[src/hw/rtl/ibcs_pkg.sv]
// shared types and constants for the imu bias calibration and smoothing block
package ibcs_pkg;

  localparam int RAW_W      = 16;  // raw sensor count
  localparam int SUM_W      = 25;  // calibration sum per axis
  localparam int MEAN_W     = 24;  // bias in q8 counts
  localparam int FILT_W     = 26;  // filter state in q8 counts
  localparam int DIFF_W     = 27;  // x - y
  localparam int P1_W       = 37;  // alpha * (x - y)
  localparam int ALPHA_W    = 9;
  localparam int SCALE_W    = 24;
  localparam int ONEG_W     = 15;
  localparam int P2_W       = 51;  // y * scale
  localparam int ACC_W      = 16;
  localparam int GYR_W      = 20;
  localparam int U_W        = 24;  // calibration sum offset to non-negative
  localparam int QA_W       = 16;  // coarse quotient of the offset sum
  localparam int RA_W       = 8;   // remainder of the coarse quotient
  localparam int NACC       = 3;
  localparam int NGYR       = 3;
  localparam int CFG_IDX_W  = 3;
  localparam int CFG_DATA_W = 24;

  localparam int CAL_SAMPLES_DEF = 100;
  localparam int CAL_SAMPLES_MAX = 256;

  localparam logic [ALPHA_W-1:0] ALPHA_ONE   = 9'd256;
  localparam logic [ALPHA_W-1:0] ALPHA_RST   = 9'd128;
  localparam logic [SCALE_W-1:0] ACC_SCL_RST = 24'd20073;
  localparam logic [SCALE_W-1:0] GYR_SCL_RST = 24'd293601;
  localparam logic [ONEG_W-1:0]  ONEG_RST    = 15'd8197;

  typedef enum logic [CFG_IDX_W-1:0] {
    REG_ALPHA     = 3'd0,
    REG_ACC_SCALE = 3'd1,
    REG_GYR_SCALE = 3'd2,
    REG_ONE_G     = 3'd3
  } cfg_idx_t;

  typedef enum logic [3:0] {
    ST_IDLE,
    ST_DIV_LD,
    ST_DIV,
    ST_MEAN,
    ST_CAL_OUT,
    ST_DIFF,
    ST_MUL1,
    ST_UPD,
    ST_MUL2,
    ST_RND
  } state_t;

  typedef struct packed {
    logic ld_raw;   // capture raw sample
    logic acc;      // add raw sample into calibration sum
    logic div_ld;   // coarse quotient of the offset sum
    logic div_step; // remainder of the coarse quotient
    logic mean_ld;  // fine quotient, bias load
    logic diff;
    logic mul1;
    logic upd;
    logic mul2;
  } lane_ctl_t;

endpackage

[src/hw/rtl/ibcs_out_if.sv]
// result channel: filtered six-axis values per transfer
interface ibcs_out_if import ibcs_pkg::*; ();
  logic                    valid;
  logic                    ready;
  logic                    ready_res;
  logic signed [ACC_W-1:0] accel_x_filt;
  logic signed [ACC_W-1:0] accel_y_filt;
  logic signed [ACC_W-1:0] accel_z_filt;
  logic signed [GYR_W-1:0] gyro_x_filt;
  logic signed [GYR_W-1:0] gyro_y_filt;
  logic signed [GYR_W-1:0] gyro_z_filt;

  modport source (
    output valid, ready_res, accel_x_filt, accel_y_filt, accel_z_filt,
           gyro_x_filt, gyro_y_filt, gyro_z_filt,
    input  ready
  );
  modport sink (
    input  valid, ready_res, accel_x_filt, accel_y_filt, accel_z_filt,
           gyro_x_filt, gyro_y_filt, gyro_z_filt,
    output ready
  );
endinterface

[src/hw/rtl/ibcs_merge.sv]
// merges the six lane results into one output register toward the result channel
module ibcs_merge import ibcs_pkg::*; (
  input  logic                    clk,
  input  logic                    rst_n,
  input  logic                    load,
  input  logic                    rdy,
  input  logic signed [ACC_W-1:0] acc_res [NACC],
  input  logic signed [GYR_W-1:0] gyr_res [NGYR],
  output logic                    free,
  ibcs_out_if.source              out_ch
);

  logic                    valid_r;
  logic                    rdy_r;
  logic signed [ACC_W-1:0] acc_r [NACC];
  logic signed [GYR_W-1:0] gyr_r [NGYR];

  assign free = !valid_r || out_ch.ready;

  always_ff @(posedge clk) begin
    if (!rst_n) begin
      valid_r <= 1'b0;
    end else if (load) begin
      valid_r <= 1'b1;
    end else if (out_ch.ready) begin
      valid_r <= 1'b0;
    end
  end

  // calibrating samples go out as all zero
  always_ff @(posedge clk) begin
    if (load) begin
      rdy_r <= rdy;
      for (int i = 0; i < NACC; i++) begin
        acc_r[i] <= rdy ? acc_res[i] : '0;
      end
      for (int i = 0; i < NGYR; i++) begin
        gyr_r[i] <= rdy ? gyr_res[i] : '0;
      end
    end
  end

  assign out_ch.valid        = valid_r;
  assign out_ch.ready_res    = rdy_r;
  assign out_ch.accel_x_filt = acc_r[0];
  assign out_ch.accel_y_filt = acc_r[1];
  assign out_ch.accel_z_filt = acc_r[2];
  assign out_ch.gyro_x_filt  = gyr_r[0];
  assign out_ch.gyro_y_filt  = gyr_r[1];
  assign out_ch.gyro_z_filt  = gyr_r[2];

endmodule

[src/flat_wrapper.sv]
// flat-port wrapper written by rule: the top's interface ports become plain ports
module ibcs_merge_flat import ibcs_pkg::*;
  (clk, rst_n, load, rdy, acc_res, gyr_res, free, out_ch_valid, out_ch_ready_res, out_ch_accel_x_filt, out_ch_accel_y_filt, out_ch_accel_z_filt, out_ch_gyro_x_filt, out_ch_gyro_y_filt, out_ch_gyro_z_filt, out_ch_ready);
  ibcs_out_if out_ch_i ();
  input  logic clk;
  input  logic rst_n;
  input  logic load;
  input  logic rdy;
  input  logic signed [ACC_W-1:0] acc_res[NACC];
  input  logic signed [GYR_W-1:0] gyr_res[NGYR];
  output logic free;
  output wire logic [$bits(out_ch_i.valid)-1:0] out_ch_valid;
  output wire logic [$bits(out_ch_i.ready_res)-1:0] out_ch_ready_res;
  output wire logic [$bits(out_ch_i.accel_x_filt)-1:0] out_ch_accel_x_filt;
  output wire logic [$bits(out_ch_i.accel_y_filt)-1:0] out_ch_accel_y_filt;
  output wire logic [$bits(out_ch_i.accel_z_filt)-1:0] out_ch_accel_z_filt;
  output wire logic [$bits(out_ch_i.gyro_x_filt)-1:0] out_ch_gyro_x_filt;
  output wire logic [$bits(out_ch_i.gyro_y_filt)-1:0] out_ch_gyro_y_filt;
  output wire logic [$bits(out_ch_i.gyro_z_filt)-1:0] out_ch_gyro_z_filt;
  input wire logic [$bits(out_ch_i.ready)-1:0] out_ch_ready;
  assign out_ch_valid = out_ch_i.valid;
  assign out_ch_ready_res = out_ch_i.ready_res;
  assign out_ch_accel_x_filt = out_ch_i.accel_x_filt;
  assign out_ch_accel_y_filt = out_ch_i.accel_y_filt;
  assign out_ch_accel_z_filt = out_ch_i.accel_z_filt;
  assign out_ch_gyro_x_filt = out_ch_i.gyro_x_filt;
  assign out_ch_gyro_y_filt = out_ch_i.gyro_y_filt;
  assign out_ch_gyro_z_filt = out_ch_i.gyro_z_filt;
  assign out_ch_i.ready = out_ch_ready;
  ibcs_merge u_core (.clk(clk), .rst_n(rst_n), .load(load), .rdy(rdy), .acc_res(acc_res), .gyr_res(gyr_res), .free(free), .out_ch(out_ch_i));
endmodule
[config.mk]
export PLATFORM = sky130hd
export DESIGN_NAME = ibcs_merge_flat
export DESIGN_NICKNAME = d
export VERILOG_FILES = /design/src/hw/rtl/ibcs_pkg.sv /design/src/hw/rtl/ibcs_out_if.sv /design/src/hw/rtl/ibcs_merge.sv /design/src/flat_wrapper.sv
export SDC_FILE = /design/constraint.sdc
export NUM_CORES = 1
export LEC_CHECK = 0
export BUFFER_PORTS_ARGS = -buffer_cell sky130_fd_sc_hd__clkbuf_2
export CORE_MARGIN = 4
export CORE_UTILIZATION = 48
export DETAILED_ROUTE_END_ITERATION = 16
export PLACE_DENSITY = 0.86
export SYNTH_ARGS = -nofsm -noshare
export SYNTH_HDL_FRONTEND = slang
export SYNTH_SLANG_ARGS = --single-unit
[constraint.sdc]
create_clock -name clk -period 1.6 [get_ports clk]
set_input_delay 0.08 -clock clk [delete_from_list [all_inputs] [get_ports clk]]
set_output_delay 0.08 -clock clk [all_outputs]
set_load 0.05 [all_outputs]
==> impl_metrics.ini <==
[outcome]
status = complete, no violations

[detailed_routing]
wl_um = 10100
dr.pass1.iters = 4
avgViaCountPerCell = 4.56
vias = 2844
route.detailed.drc = 0
ant_nets = 0
drt_iter0_markers = 67
wl_per_cell_um = 16.3

[cells_and_area]
regArea_um2 = 3290
layout.nets = 627
final_cells = 624
drive_gt1_share_pct = 46.8
diodes = 0
area_growth_pct = 49.3
multi_input_area_um2 = 689
fill_cells = 544

[floorplan]
rows = 33
ios = 224
start_util_pct = 49.4
die_w_um = 100
dieArea_um2 = 9990
die_h_um = 100
core_area_um2 = 8220

[synth]
syn_area_per_cell_um2 = 17.5
synth_area_leaders = edfxtp_1, and2_1, buf_2
synth-edff-count = 109
ys_seq_elements = 110
async_reset_ff_share_pct = 0
ys_warn_count = 0
yosysSeqAreaShare_pct = 81.1
yosysMostFrequentCell = edfxtp_1
postSynthNetCount = 345
synth.distinct_cells = 8
ys.flop_type = edfxtp_1
synth_common_cells = edfxtp_1, and2_1, buf_2
yosys.area.top_type = edfxtp_1
syn-cell-area_um2 = 4060
synth_top_area_share_pct = 80.6
synthCells = 232

[global_routing]
track_usage_pct = 19.9
grt.overflow.total = 0
grt_pass1_wl_um = 14900
antenna_found_initial = 0
grt_max_degree = 63
grt_pass1_vias = 3007

[sta]
finalMaxSlewViolations = 0
relSlewSlack_pct = 74.0
final-setup-viol-count = 0
tightest_slew_ps = 391
period_minus_slack_ps = 1270
skew_ps = 0
rsz0062_at_grt = false
setup_tns_ps = 0
hold_viol = 0
max_freq_ghz = 0.786
fin_crit_sh_pct = 79.5

[setup_path]
path_max_fanout = 2
critPathKind = flop to flop
crit_path_top_delay_cell = dlygate4sd3_1
cp-start-kind = flop
crit_path_end_kind = flop
cp_slowest_stage_delay_ps = 570
critPathRequiredTime_ps = 1900
worstRegToRegCells = 3
arrival_ps = 1570
rrSetupSlack_ps = 330
timing.rr.start = u_core.out_ch.valid
worstPathCellList = nand2b_1, a21boi_0, dlygate4sd3_1
rr_endpoint = u_core.out_ch.valid

[cts]
cts-buffers-inserted = 9
cts_root_buffer = clkbuf_8
cts_resized = 0
clkSlewWorstSetupHoldPaths_ps = 100
cts_sinks = 110
cts_buffer_depth = 2
clkLatencyLatePin_ps = 350
htree_levels = 3
cts_tree = done

[placement]
dp_cells = 553
hpwl_um = 6800
port_buffers = 223
gp_routability_congestion = 0.691

[pwr]
ir_drop_v = 0.000640
power.density_nw_per_um2 = 1110
p_leak_nw = 2.66

[job]
drv_cap = 0

[worst_hold_path]
hold-path-endpoint = u_core.gyr_r[0][39]
min-delay-start = gyr_res[39]
hp-class = input port to flop
hold_depth = 2
==> placed cells by master, fill, tap and decap left out <==
cell type and n:
nand2b_1 1, edfxtp_1 109, buf_4 3, dfxtp_1 1, a21boi_0 1, clkinv_4 2
dlygate4sd3_1 55, clkinv_2 2, inv_1 1, clkbuf_8 9, bufinv_16 2, clkbuf_2 222
and2_1 108, inv_6 1, buf_12 2
==> final cells by class <==
class / instances / share of cell area, %
timing repair buffer: 282 / 28.4
clock inverter: 7 / 1.59
clock buffer: 9 / 2.04
tap: 105 / 2.17
multi-input combinational: 110 / 11.4
sequential: 110 / 54.3
inverter: 1 / 0.0619
==> worst max-delay path by stage <==
| stage | depth (start not counted) | slack, ps | startpoint | endpoint |
|---|---|---|---|---|
| after CTS | 3 | 440 | u_core.out_ch.valid | u_core.out_ch.valid |
| after detailed placement | 3 | 690 | rdy | u_core.acc_r[0][22] |
| after global placement | 3 | 740 | rdy | u_core.acc_r[0][40] |
| after floorplan | 2 | 220 | u_core.out_ch.valid | u_core.out_ch.valid |
| final | 3 | 330 | u_core.out_ch.valid | u_core.out_ch.valid |
| after global routing | 3 | 280 | u_core.out_ch.valid | u_core.out_ch.valid |
==> registers in the layout, indices dropped and copies added (netlist names) <==
| signal | cells |
|---|---|
| u_core.acc_r | 48 |
| u_core.out_ch.valid | 1 |
| u_core.gyr_r | 60 |
| u_core.out_ch.ready_res | 1 |
==> cells by family after synthesis <==
family / Yosys count / synth area share (%)
AND/OR/NAND/NOR: 109 / 16.8
flip-flops: 110 / 81.1
AO/OA/AOI/OAI: 1 / 0.185
buffers and inverters: 12 / 1.91
==> power by group <==
part	switching [mW]	internal (mW)	leakage, nW
Clock	0.907	0.889	0.114
Combinational	1.05	0.402	1.48
Sequential	0.0684	3.42	1.06
Total	2.03	4.71	2.66
==> through the flow <==
stage	hold WS, ps	power, mW	utilization, %	area, um^2	worst slack (ps)
after CTS	1.44	6.79	72.8	5980	444
after detailed placement	324	4.90	64.4	5290	690
after global routing	1.23	6.99	73.8	6060	282
final	14.6	6.74	73.8	6060	328
after global placement	318	4.86	64.4	5290	736
after floorplan	179	4.47	-	4060	224
==> critical path: cells and delay by family, from the launching register on <==
| kind | cells | cell delay [ps] |
|---|---|---|
| buffers and inverters | 1 | 570 |
| DFF | 1 | 350 |
| AOI/OAI and AO/OA | 1 | 210 |
| and+or+nand+nor | 1 | 90 |
==> layer usage <==
layer | vias up | track usage [%] | part of all wire [%]
li1 | 1366 | - | -
met1 | 1310 | 20.9 | 34
met2 | 154 | 36.5 | 54
met3 | 14 | 6.60 | 11
met4 | 0 | 7.88 | 1.8
met5 | - | 0 | 0
==> timing repair <==
action                                 4_1_cts  5_1_grt
buffers inserted                             0        0
hold buffers                                47        8
endpoints found under the hold margin       46        8
Note: power is estimated with default switching activity, not from simulation.
